--- config.mk ---
export PLATFORM = sky130hd
export DESIGN_NAME = timeslot_adc_sequencer
export DESIGN_NICKNAME = d
export VERILOG_FILES = /design/src/design/tas_pkg.sv /design/src/design/tas_ram.sv /design/src/design/timeslot_adc_sequencer.sv
export VERILOG_INCLUDE_DIRS = /design/src /design/src/design
export SDC_FILE = /design/constraint.sdc
export NUM_CORES = 1
export LEC_CHECK = 0
export ABC_AREA = 0
export CAP_MARGIN = 20
export CORE_MARGIN = 8
export CORE_UTILIZATION = 55
export DETAILED_ROUTE_END_ITERATION = 6
export DONT_BUFFER_PORTS = 1
export PLACE_DENSITY_LB_ADDON = 0.05
export SLEW_MARGIN = 10
export SYNTH_ARGS = -nofsm -noshare
export SYNTH_HDL_FRONTEND = slang
export SYNTH_SLANG_ARGS = --single-unit
--- constraint.sdc ---
create_clock -name i_clk -period 8.65 [get_ports i_clk]
set_input_delay 0.865 -clock i_clk [delete_from_list [all_inputs] [get_ports i_clk]]
set_output_delay 0.865 -clock i_clk [all_outputs]
set_load 0.02 [all_outputs]
--- src/design/assert_macros.svh ---
// Assertion helpers for the sequencer. Define ASSERT_OFF to compile them out.
`ifndef ASSERT_MACROS_SVH
`define ASSERT_MACROS_SVH

`ifndef ASSERT_OFF

// Same-cycle implication, checked on every clock edge out of reset
`define ASSERT_IMP(lbl, pre, post) \
    lbl: assert property (@(posedge i_clk) disable iff (!i_rst_n) (pre) |-> (post)) \
        else $error("assertion failed: same-cycle implication");

// Next-cycle implication, checked on every clock edge out of reset
`define ASSERT_NXT(lbl, pre, post) \
    lbl: assert property (@(posedge i_clk) disable iff (!i_rst_n) (pre) |=> (post)) \
        else $error("assertion failed: next-cycle implication");

`else

`define ASSERT_IMP(lbl, pre, post)
`define ASSERT_NXT(lbl, pre, post)

`endif

`endif

--- src/design/tas_pkg.sv ---
`default_nettype none

package tas_pkg;

    // Field widths
    localparam int SLOT_W     = 3;
    localparam int CHAN_W     = 4;
    localparam int MUX_W      = 5;
    localparam int SAMPLE_W   = 16;
    localparam int STATUS_W   = 2;
    localparam int FUNC_W     = 2;
    localparam int CFG_CHAN_W = 32;
    localparam int CFG_MUX_W  = 40;
    localparam int CFG_DATA_W = 40;
    localparam int CFG_IDX_W  = 2;

    // Default sizes
    localparam int NUM_SLOTS_DEF    = 8;
    localparam int NUM_CHANNELS_DEF = 4;

    // Slot channel code for an unused slot
    localparam logic [CHAN_W-1:0] CH_UNUSED = 4'hF;

    // Configuration register indexes
    localparam logic [CFG_IDX_W-1:0] CFG_SLOT_CHANNELS = 2'd0;
    localparam logic [CFG_IDX_W-1:0] CFG_MUX_POSITIVE  = 2'd1;
    localparam logic [CFG_IDX_W-1:0] CFG_MUX_NEGATIVE  = 2'd2;

    // Item function codes
    typedef enum logic [FUNC_W-1:0] {
        FUNC_TICK  = 2'd0,
        FUNC_DONE  = 2'd1,
        FUNC_QUERY = 2'd2
    } t_func;

    // Channel status codes
    typedef enum logic [STATUS_W-1:0] {
        ST_NA    = 2'd0,
        ST_OK    = 2'd1,
        ST_ERROR = 2'd2
    } t_status;

    // Sequencer control states
    typedef enum logic {
        S_IDLE = 1'b0,
        S_EXEC = 1'b1
    } t_state;

    typedef struct packed {
        logic [FUNC_W-1:0]   func;
        logic                start_accepted;
        logic [SLOT_W-1:0]   done_slot;
        logic [SAMPLE_W-1:0] sample;
        logic [CHAN_W-1:0]   query_channel;
    } t_in_item;

    typedef struct packed {
        logic                start_request;
        logic [SLOT_W-1:0]   start_slot;
        logic [MUX_W-1:0]    start_mux_positive;
        logic [MUX_W-1:0]    start_mux_negative;
        logic [SAMPLE_W-1:0] read_value;
        logic                read_ready;
        logic [STATUS_W-1:0] read_status;
    } t_out_item;

    // One channel entry as kept in the channel memory
    typedef struct packed {
        logic [SAMPLE_W-1:0] value;
        logic                ready;
        logic [STATUS_W-1:0] status;
    } t_chan_entry;

    // Slot lookup result carried from accept to execute
    typedef struct packed {
        logic             issue;
        logic             hit;
        logic [SLOT_W-1:0] slot;
        logic [MUX_W-1:0] mux_p;
        logic [MUX_W-1:0] mux_n;
    } t_lookup;

endpackage

`default_nettype wire

--- src/design/tas_ram.sv ---
`default_nettype none

module tas_ram #(
    parameter int WIDTH = 8,
    parameter int DEPTH = 4,
    localparam int AW   = (DEPTH > 1) ? $clog2(DEPTH) : 1
) (
    input  wire logic             i_clk,
    input  wire logic             i_we,
    input  wire logic [AW-1:0]    i_waddr,
    input  wire logic [WIDTH-1:0] i_wdata,
    input  wire logic             i_re,
    input  wire logic [AW-1:0]    i_raddr,
    output logic      [WIDTH-1:0] o_rdata
);

    logic [WIDTH-1:0] r_mem [DEPTH];

    // Write one entry, read one entry with registered data
    always_ff @(posedge i_clk) begin
        if (i_we) begin
            r_mem[i_waddr] <= i_wdata;
        end
        if (i_re) begin
            o_rdata <= r_mem[i_raddr];
        end
    end

endmodule

`default_nettype wire

--- src/design/timeslot_adc_sequencer.sv ---
`default_nettype none
// Time-triggered ADC sequencer.
// Item channel: an item (tick, conversion done, or channel query) is taken
// at a rising edge where start is high and busy is low. Each item yields
// exactly one result on o_result, marked by o_result_strobe for one cycle.
// The receiver cannot hold results off; results are simply presented.
// Timing: an accepted item, its lookup and the memory read are registered;
// the execute state then modifies the entry and registers the result and
// its strobe. busy is high in the execute state, so the block cannot take a
// new item while one executes. The channel memory sets this: a registered
// read, then modify and write back.
// Configuration channel: i_cfg_valid/o_cfg_ready with i_cfg_index and
// i_cfg_data; ready is always high. Index 0 is the slot channel table
// (4 bits per slot, 15 = unused), 1 and 2 the positive and negative mux
// tables (5 bits per slot). Writes to other indexes are dropped.
// Reset (i_rst_n low, synchronous): busy held high, slot index to 0, all
// slots unused, mux tables cleared, every channel reads as value 0, not
// ready, not available.
// No clearing pass is needed: per-channel valid bits cover the memory.
`include "assert_macros.svh"

module timeslot_adc_sequencer
    import tas_pkg::*;
#(
    parameter int NUM_SLOTS    = NUM_SLOTS_DEF,
    parameter int NUM_CHANNELS = NUM_CHANNELS_DEF
) (
    input  wire logic                  i_clk,
    input  wire logic                  i_rst_n,
    input  wire logic                  start,
    output logic                       busy,
    input  wire t_in_item              i_item,
    output logic                       o_result_strobe,
    output t_out_item                  o_result,
    input  wire logic                  i_cfg_valid,
    output logic                       o_cfg_ready,
    input  wire logic [CFG_IDX_W-1:0]  i_cfg_index,
    input  wire logic [CFG_DATA_W-1:0] i_cfg_data
);

    localparam int SLOT_AW = (NUM_SLOTS > 1) ? $clog2(NUM_SLOTS) : 1;
    localparam int CH_AW   = (NUM_CHANNELS > 1) ? $clog2(NUM_CHANNELS) : 1;

    // Control and configuration state
    t_state                r_state, n_state;
    logic [SLOT_AW-1:0]    r_slot_index;
    logic [CFG_CHAN_W-1:0] r_slot_channels;
    logic [CFG_MUX_W-1:0]  r_mux_pos;
    logic [CFG_MUX_W-1:0]  r_mux_neg;
    logic [NUM_CHANNELS-1:0] r_valid;

    // Item held while it executes
    t_in_item              r_item;
    t_lookup               r_look, n_look;
    logic [CH_AW-1:0]      r_addr, n_addr;

    // Result register
    logic                  r_strobe;
    t_out_item             r_result, n_result;

    // Lookup and memory signals
    logic                  accept;
    logic                  exec;
    logic [SLOT_W-1:0]     look_slot;
    logic [CHAN_W-1:0]     slot_ch;
    logic [CHAN_W-1:0]     entry_ch;
    logic                  chan_ok;
    logic                  slot_ok;
    logic                  ram_re;
    logic                  ram_we;
    t_chan_entry           ram_rdata;
    t_chan_entry           entry;
    t_chan_entry           wr_entry;

    assign o_cfg_ready     = 1'b1;
    assign accept          = start && !busy;
    assign o_result_strobe = r_strobe;
    assign o_result        = r_result;

    // Next state
    always_comb begin
        n_state = r_state;
        case (r_state)
            S_IDLE: begin
                if (start) begin
                    n_state = S_EXEC;
                end
            end
            S_EXEC:  n_state = S_IDLE;
            default: n_state = S_IDLE;
        endcase
    end

    // State outputs: busy doubles as the read/write interlock on the memory
    always_comb begin
        busy = 1'b0;
        exec = 1'b0;
        case (r_state)
            S_IDLE:  busy = 1'b0;
            S_EXEC: begin
                busy = 1'b1;
                exec = 1'b1;
            end
            default: busy = 1'b1;
        endcase
        // Refuse items while reset is held
        if (!i_rst_n) begin
            busy = 1'b1;
        end
    end

    // Look up the slot table for the incoming item
    always_comb begin
        look_slot = (t_func'(i_item.func) == FUNC_TICK) ?
                    SLOT_W'(r_slot_index) : i_item.done_slot;
        slot_ch   = r_slot_channels[look_slot*CHAN_W +: CHAN_W];
        slot_ok   = ((CHAN_W+1)'(i_item.done_slot) < (CHAN_W+1)'(NUM_SLOTS));
        entry_ch  = (t_func'(i_item.func) == FUNC_QUERY) ? i_item.query_channel : slot_ch;
        chan_ok   = ((CHAN_W+1)'(entry_ch) < (CHAN_W+1)'(NUM_CHANNELS));

        n_look       = '0;
        n_look.slot  = look_slot;
        n_look.mux_p = r_mux_pos[look_slot*MUX_W +: MUX_W];
        n_look.mux_n = r_mux_neg[look_slot*MUX_W +: MUX_W];
        case (t_func'(i_item.func))
            FUNC_TICK: begin
                n_look.issue = (slot_ch != CH_UNUSED);
                n_look.hit   = (slot_ch != CH_UNUSED) && chan_ok;
            end
            FUNC_DONE:  n_look.hit = slot_ok && (slot_ch != CH_UNUSED) && chan_ok;
            FUNC_QUERY: n_look.hit = chan_ok;
            default:    n_look.hit = 1'b0;
        endcase
        n_addr = n_look.hit ? entry_ch[CH_AW-1:0] : '0;
        ram_re = accept;
    end

    // Modify the entry read back and form the result
    always_comb begin
        entry    = r_valid[r_addr] ? ram_rdata : '0;
        wr_entry = entry;
        ram_we   = 1'b0;
        n_result = '0;
        case (t_func'(r_item.func))
            FUNC_TICK: begin
                if (r_look.issue) begin
                    n_result.start_request      = 1'b1;
                    n_result.start_slot         = r_look.slot;
                    n_result.start_mux_positive = r_look.mux_p;
                    n_result.start_mux_negative = r_look.mux_n;
                end
                ram_we = exec && r_look.hit;
                if (r_item.start_accepted) begin
                    wr_entry.ready = 1'b0;
                end else begin
                    wr_entry.status = ST_ERROR;
                end
            end
            FUNC_DONE: begin
                ram_we          = exec && r_look.hit;
                wr_entry.value  = r_item.sample;
                wr_entry.ready  = 1'b1;
                wr_entry.status = ST_OK;
            end
            FUNC_QUERY: begin
                if (r_look.hit) begin
                    n_result.read_value  = entry.value;
                    n_result.read_ready  = entry.ready;
                    n_result.read_status = entry.status;
                end
            end
            default: ram_we = 1'b0;
        endcase
    end

    // Hold control state, configuration and valid bits
    always_ff @(posedge i_clk) begin
        if (!i_rst_n) begin
            r_state         <= S_IDLE;
            r_slot_index    <= '0;
            r_slot_channels <= '1;
            r_mux_pos       <= '0;
            r_mux_neg       <= '0;
            r_valid         <= '0;
            r_strobe        <= 1'b0;
        end else begin
            r_state  <= n_state;
            r_strobe <= exec;
            if (i_cfg_valid && o_cfg_ready) begin
                case (i_cfg_index)
                    CFG_SLOT_CHANNELS: r_slot_channels <= i_cfg_data[CFG_CHAN_W-1:0];
                    CFG_MUX_POSITIVE:  r_mux_pos       <= i_cfg_data[CFG_MUX_W-1:0];
                    CFG_MUX_NEGATIVE:  r_mux_neg       <= i_cfg_data[CFG_MUX_W-1:0];
                    default:           r_mux_neg       <= r_mux_neg;
                endcase
            end
            // Advance the slot index on every accepted tick
            if (accept && (t_func'(i_item.func) == FUNC_TICK)) begin
                if (r_slot_index == SLOT_AW'(NUM_SLOTS - 1)) begin
                    r_slot_index <= '0;
                end else begin
                    r_slot_index <= r_slot_index + SLOT_AW'(1);
                end
            end
            if (ram_we) begin
                r_valid[r_addr] <= 1'b1;
            end
        end
    end

    // Capture the item and its lookup, register the result
    always_ff @(posedge i_clk) begin
        if (accept) begin
            r_item <= i_item;
            r_look <= n_look;
            r_addr <= n_addr;
        end
        if (exec) begin
            r_result <= n_result;
        end
    end

    tas_ram #(
        .WIDTH ($bits(t_chan_entry)),
        .DEPTH (NUM_CHANNELS)
    ) u_chan_ram (
        .i_clk   (i_clk),
        .i_we    (ram_we),
        .i_waddr (r_addr),
        .i_wdata (wr_entry),
        .i_re    (ram_re),
        .i_raddr (n_addr),
        .o_rdata (ram_rdata)
    );

    // Checks
    `ASSERT_NXT(a_accept_busy, accept, busy && exec)
    `ASSERT_NXT(a_exec_strobe, exec, o_result_strobe)
    `ASSERT_IMP(a_strobe_after_exec, o_result_strobe, !exec)
    `ASSERT_IMP(a_slot_range, 1'b1, r_slot_index <= SLOT_AW'(NUM_SLOTS - 1))
    `ASSERT_IMP(a_one_function, r_strobe && r_result.start_request, r_result.read_status == ST_NA)

endmodule

`default_nettype wire

[Yosys cells after proc, flatten, opt, wreduce, memory -nomap -nowiden]
Memories as Yosys holds them, arrays and structs flattened. A register that Yosys moved wholly into a read port is not among the register bits.
Cells that the tools add are included.
W data, S select, Z words.
Word-level totals
  RAM bits: 76
  flip-flop bits (word level): 190
  output and inout bits: 36
  memories: 1
  word-level logic and storage cells: 81
  input port bits: 72
Memories
  u_chan_ram.r_mem: words 4, bits a word 19, read ports 1, clocked after Yosys merged registers in 1, write ports 1, line tas_ram.sv:17  | logic [WIDTH-1:0] r_mem [DEPTH];
Cells by class
  bitwise logic cells: 2
  mux-type cells: 23
  reductions and logical operators: 16
  order comparisons: 3
  eq/ne operators: 8
  multiply operators: 1
  shifts and indexed selects: 3
  add/sub/neg operators: 1
Operators by type and width (number)
  $shiftx A40 B7 Y5: 2
  $shiftx A32 B6 Y4: 1
  $mux W19: 1
  $mux W16: 1
  $mux W14: 1
  $reduce_and A2 Y1: 5
  $mux W1: 9
  $eq A2 B1 Y1 const B: 3
  $eq A2 B2 Y1 const B: 3
  $logic_not A2 Y1: 3
  $mul A3 B3 Y6 const B: 1
  $mux W3: 2
  $pmux W1 S2: 3
  $pmux W3 S2: 1
  $logic_and A1 B1 Y1: 5
  $lt A4 B3 Y1 const B: 1
  $mux W2: 2
  $mux W4: 1
  $ne A4 B4 Y1 const B: 1
  $or A4 B4 Y4: 1
  $reduce_or A2 Y1: 2
  $add A3 B1 Y3 const B: 1
  $eq A3 B3 Y1 const B: 1
  $lt A2 B3 Y1 const B: 1
  5 further kinds: 5

[Depth between registers and ports, before layout]
  depth after elaboration: 8
  depth in mapped cells: 11
  depth with buffers taken out: 8

[By module]
A second synthesis with hierarchy kept.
Unflattened totals
  cells, all modules: 1060
  area, all modules: 11581.1 um2
Modules (own cells, without submodules)
  timeslot_adc_sequencer: area each 8194.1 um2, instances 1, sequential area each 4494.3 um2, cells an instance 938
  tas_ram: area each 3387.0 um2, instances 1, sequential area each 2852.7 um2, cells an instance 122

[Worst setup path after synthesis]
OpenSTA, ideal clock, no wires.
  path type: flip-flop to flip-flop
  from: register r_state
  to: register r_slot_index[0]
  path slack: 4.271 ns
  arrival time: 4.314 ns
  path buffers: 0
  setup time: 0.065 ns
  required time: 8.585 ns
  cell stages (with the launch flop): 7
  period minus slack after synthesis: 4.379 ns
  cells stage by stage: dfxtp_1 nand2b_1 nor2_1 nand2_1 nor3_1 a21oi_1 nor2b_1
On the way
  cells in the longest elaborated chain, start to end: 6
Ends and longest elaborated chain
  start, declared: line timeslot_adc_sequencer.sv:45  | t_state r_state, n_state;
  start signal, assigned: line timeslot_adc_sequencer.sv:187  | r_state <= n_state;
  $not A1 Y1: line timeslot_adc_sequencer.sv:98  | case (r_state)
  $pmux W1 S2 *: line timeslot_adc_sequencer.sv:98
  $mux W1 *: line timeslot_adc_sequencer.sv:107  | if (!i_rst_n) begin
  net busy: line timeslot_adc_sequencer.sv:31  | output logic busy,
  $logic_not A1 Y1 *: line timeslot_adc_sequencer.sv:76  | assign accept = start && !busy;
  $logic_and A1 B1 Y1 *: line timeslot_adc_sequencer.sv:76
  net accept: line timeslot_adc_sequencer.sv:62  | logic accept;
  $logic_and A1 B1 Y1 *: line timeslot_adc_sequencer.sv:198  | if (accept && (t_func'(i_item.func) == FUNC_TICK)) begin
  end signal, assigned: line timeslot_adc_sequencer.sv:202  | r_slot_index <= r_slot_index + SLOT_AW'(1);
  end, declared: line timeslot_adc_sequencer.sv:46  | logic [SLOT_AW-1:0] r_slot_index;
The timed path passes the listed nets; every way through them passes the cells marked *.
A chain may end at the register's enable or synchronous reset.

[Worst setup path in the final report]
  from: register r_slot_index[0]
  to: register u_chan_ram.o_rdata[12] (read register of u_chan_ram.r_mem), data pin
On the way
  cells in the longest elaborated chain, start to end: 7
  elaborated cells between the ends (all ways): 8
  those cells by class: order compare: 1; eq/ne: 1; shift: 1; mux: 4; reduce/logical: 1
Ends and longest elaborated chain
  $mux W3 *: line timeslot_adc_sequencer.sv:114  | look_slot = (t_func'(i_item.func) == FUNC_TICK) ?
  $shiftx A32 B6 Y4 *: line timeslot_adc_sequencer.sv:116  | slot_ch = r_slot_channels[look_slot*CHAN_W +: CHAN_W];
  $mux W4: line timeslot_adc_sequencer.sv:118  | entry_ch = (t_func'(i_item.func) == FUNC_QUERY) ? i_item.query_channel : slot_ch;
  $lt A4 B3 Y1: line timeslot_adc_sequencer.sv:119  | chan_ok = ((CHAN_W+1)'(entry_ch) < (CHAN_W+1)'(NUM_CHANNELS));
  $logic_and A1 B1 Y1: line timeslot_adc_sequencer.sv:128, timeslot_adc_sequencer.sv:130
  $pmux W1 S2: line timeslot_adc_sequencer.sv:125  | case (t_func'(i_item.func))
  $mux W2 *: line timeslot_adc_sequencer.sv:134  | n_addr = n_look.hit ? entry_ch[CH_AW-1:0] : '0;
  end, declared: line tas_ram.sv:14  | output logic [WIDTH-1:0] o_rdata
Every way passes the cells marked *; elsewhere a longest branch is shown, timed or not.

==> impl_results.rst <==
.. list-table::
   :header-rows: 1

   * - Metric
     - Value
   * - Hold-critical path depth
     - 0
   * - DRT antenna net count
     - 0
   * - Number of cells after detailed placement
     - 1,413
   * - Warnings from Yosys
     - 0
   * - Required time of the critical path
     - 8.88 ns
   * - Sw power
     - 0.677 mW
   * - Path depth of the worst reg2reg path
     - 9
   * - Outcome
     - finished, final reports clean
   * - Clock sink count
     - 285
   * - Maximum operating frequency
     - 247 MHz
   * - Static Leakage
     - 4.78 nW
   * - Final setup violation count
     - 0
   * - Unique cell type count in the Yosys netlist
     - 50
   * - Number of buffers added on ports
     - 0
   * - Fraction of layout cells with a size suffix above 1
     - 0.0815
   * - Async set or reset register ratio after synthesis
     - 0
   * - Setup total negative slack
     - 0 ns
   * - Initial antenna violation count
     - 1
   * - Synth Flop Type
     - edfxtp_1
   * - Combinational Power Share
     - 0.063
   * - Number of gates resized after cts
     - 0
   * - Cts bufs inserted
     - 30
   * - # Post-CTS Setup Buffers
     - 0
   * - Die span in y
     - 165 µm
   * - Maximum cell stage delay along the critical path
     - 0.85 ns
   * - Routed via count divided by cell count
     - 5.83
   * - CTS tree
     - done
   * - Mean Syn Cell Area
     - 10.1 µm²
   * - Skew-Pair Late Insertion Delay
     - 0.54 ns
   * - Period utilization
     - 0.469
   * - Power Dens Cells
     - 225 nW/µm²
   * - Die span in x
     - 165 µm
   * - Switching power as a share of total power
     - 0.225
   * - Maximum clock skew at final layout
     - 0.0102 ns
   * - Standard cell with the maximum stage delay on the critical path
     - or2_1
   * - Buffer type at the clock tree root
     - clkbuf_16
   * - Worst min-delay path class
     - input port to flip-flop
   * - Worst relative slew slack
     - 0.350
   * - Final standard cell utilization of the core
     - 0.613
   * - Number of buffers added to fix hold violations after cts
     - 0
   * - Instance count of the mapped netlist
     - 1,207
   * - Number of pins exceeding their max-slew limit in the final report
     - 0
   * - Clock transition at path regs
     - 0.06 ns
   * - Detailed Routing Iterations Pass 1
     - 5
   * - Standard-cell rows
     - 54
   * - Number of storage elements in the synthesis netlist
     - 285
   * - Global-route usage over all layers
     - 0.217
   * - Placed standard-cell area
     - 12,300 µm²
   * - Worst setup SP type
     - flip-flop
   * - Crit path capture type
     - flip-flop
   * - Transition time at the pin with the least slew margin
     - 0.975 ns
   * - Critical path start-end classification
     - flip-flop to flip-flop
   * - Most frequent cells in the layout
     - nand2_1 (386), edfxtp_1 (164), dfxtp_1 (120), nand3_1 (109), a21boi_0 (82)
   * - Worst VDD drop
     - 0.172 mV
   * - First-pass GRT wire length
     - 46.3 mm
   * - Clk network pwr share
     - 0.437
   * - Clock period minus worst slack
     - 4.05 ns
   * - Max Fanout on Critical Path
     - 55
   * - First DRT Iteration DRCs
     - 788
   * - Internal power summed over all cells
     - 2.33 mW
   * - Number of enable flip-flop cells after synthesis
     - 164
   * - Initial core utilization
     - 0.559
   * - Post-Synthesis Net Count
     - 1,281
   * - WL final
     - 29.7 mm
   * - Maximum count of clock buffers along a single path
     - 3
   * - Ordered list of cells on the worst path
     - nor3b_4, nor2_4, buf_4, inv_6, mux2i_1, a32o_1, o221a_1, or2_1, a32oi_1
   * - Sequential fraction of the synthesis area
     - 0.602
   * - Full die area
     - 27,200 µm²
   * - Final setup margin
     - 4.60 ns
   * - Worst slack, placed
     - 4.15 ns
   * - Mapped Area
     - 12,200 µm²
   * - Arrival @ worst endpoint
     - 4.29 ns
   * - Total number of vias
     - 8,579
   * - Number of nets in the layout
     - 1,240
   * - Count of non-filler cells in the finished layout
     - 1,471
   * - Final Hold Violating Endpoints
     - 0
   * - Overall overflow remaining after global route
     - 0
   * - HPWL Detailed
     - 19.0 mm
   * - CTS H-tree depth
     - 1
   * - Weighted congestion reported at the end of routability-driven placement
     - 0.818
   * - Area growth from synthesis to final layout
     - 9.67%
   * - Most common library cell in the layout ignoring fill and taps
     - nand2_1
   * - Number of global-route vias before repair
     - 8,180
   * - Max_cap viols
     - 0
   * - Area of the placeable core
     - 21,800 µm²
   * - Share of power burned in registers
     - 0.500
   * - Maximum number of pins on one net before global-route repair
     - 122
   * - Detail-routed net length per standard cell
     - 20.2 µm
   * - I/O pin count
     - 108
   * - Unrepaired setup endpoints after global routing
     - no
   * - Total DRC errors in the routed layout
     - 0
   * - Final std cell area, no fill
     - 13,400 µm²
synthesized netlist by cell type, types with 4 or more instances:
master	instances	share of area
and2_1	35	0.018
inv_1	6	0.0018
nand2b_1	5	0.0026
o22ai_1	20	0.010
edfxtp_1	164	0.40
nor3_1	5	0.0021
nor2_1	12	0.0037
clkbuf_1	81	0.025
a32oi_1	16	0.011
a32o_1	6	0.0049
buf_6	6	0.0055
dfxtp_1	121	0.20
nand3_1	109	0.045
o211ai_1	19	0.012
o21a_1	4	0.0025
o21ai_0	37	0.015
nand2_1	386	0.12
a21boi_0	82	0.050
o31ai_1	20	0.012
mux2i_1	29	0.024
final cells by class:
cell class,count,area [µm²]
flip-flops and latches,285,7350
repair buffers,21,161
clock inverters,15,168
well taps,280,350
inverters,8,35.0
multi-input cells,820,4440
clock buffers,41,871
diodes,1,2.50
fillers,1809,8440
cell families after synthesis:
family,synth area share
mux,0.0258
buf+inv,0.0376
flops,0.602
fa+ha+maj,0.00205
other cells,0.000307
simple gates,0.203
compound gates,0.129
stage by stage:
| step | power [mW] | hold slack (ns) |
|---|---|---|
| after floorplan | 1.68 | 0.434 |
| after global placement | 1.72 | 0.447 |
| after detailed placement | 1.72 | 0.453 |
| after CTS | 3.04 | 0.385 |
| after global routing | 3.12 | 0.385 |
| final | 3.01 | 0.418 |
worst max-delay path: cells and delay by family, from the launching register on:
kind	cells	cell delay, ns
buffers and inverters	2	0.72
AND/OR/NAND/NOR	3	1.18
flip-flops	1	0.39
AO/OA/AOI/OAI	3	1.18
multiplexers	1	0.25
state kept, by name, indices dropped and copies added (netlist names):
name and cells:
u_chan_ram.r_mem 76, r_state 1, o_result 33, r_slot_index 3
r_slot_channels 32, r_mux_neg 40, r_look 15, o_result_strobe 1
r_addr 2, r_item 19, r_valid 4, r_mux_pos 40
u_chan_ram.o_rdata 19
final timing paths:
path | startpoint | end | slack, ns
worst max register to register | r_slot_index[0] | u_chan_ram.o_rdata[12] | 4.60
worst min register to register | r_mux_pos[19] | r_mux_pos[19] | 0.46
worst max-delay path | r_slot_index[0] | u_chan_ram.o_rdata[12] | 4.60
worst min-delay path | i_item[13] | r_item[13] | 0.42
layer usage:
metal,track usage,part of all wire
met1,0.319,0.47
met2,0.325,0.44
met3,0.0429,0.073
met4,0.0500,0.018
met5,0,0
power groups by stage:
stage          sequential [mW]  combinational, mW  clock (mW)
4_1_cts                   1.51              0.189        1.34
2_1_floorplan             1.53              0.155           0
3_5_place_dp              1.53              0.189           0
3_3_place_gp              1.53              0.184           0
5_1_grt                   1.51              0.210        1.40
6_report                  1.51              0.190        1.32
(Power assumes the default switching activity.)
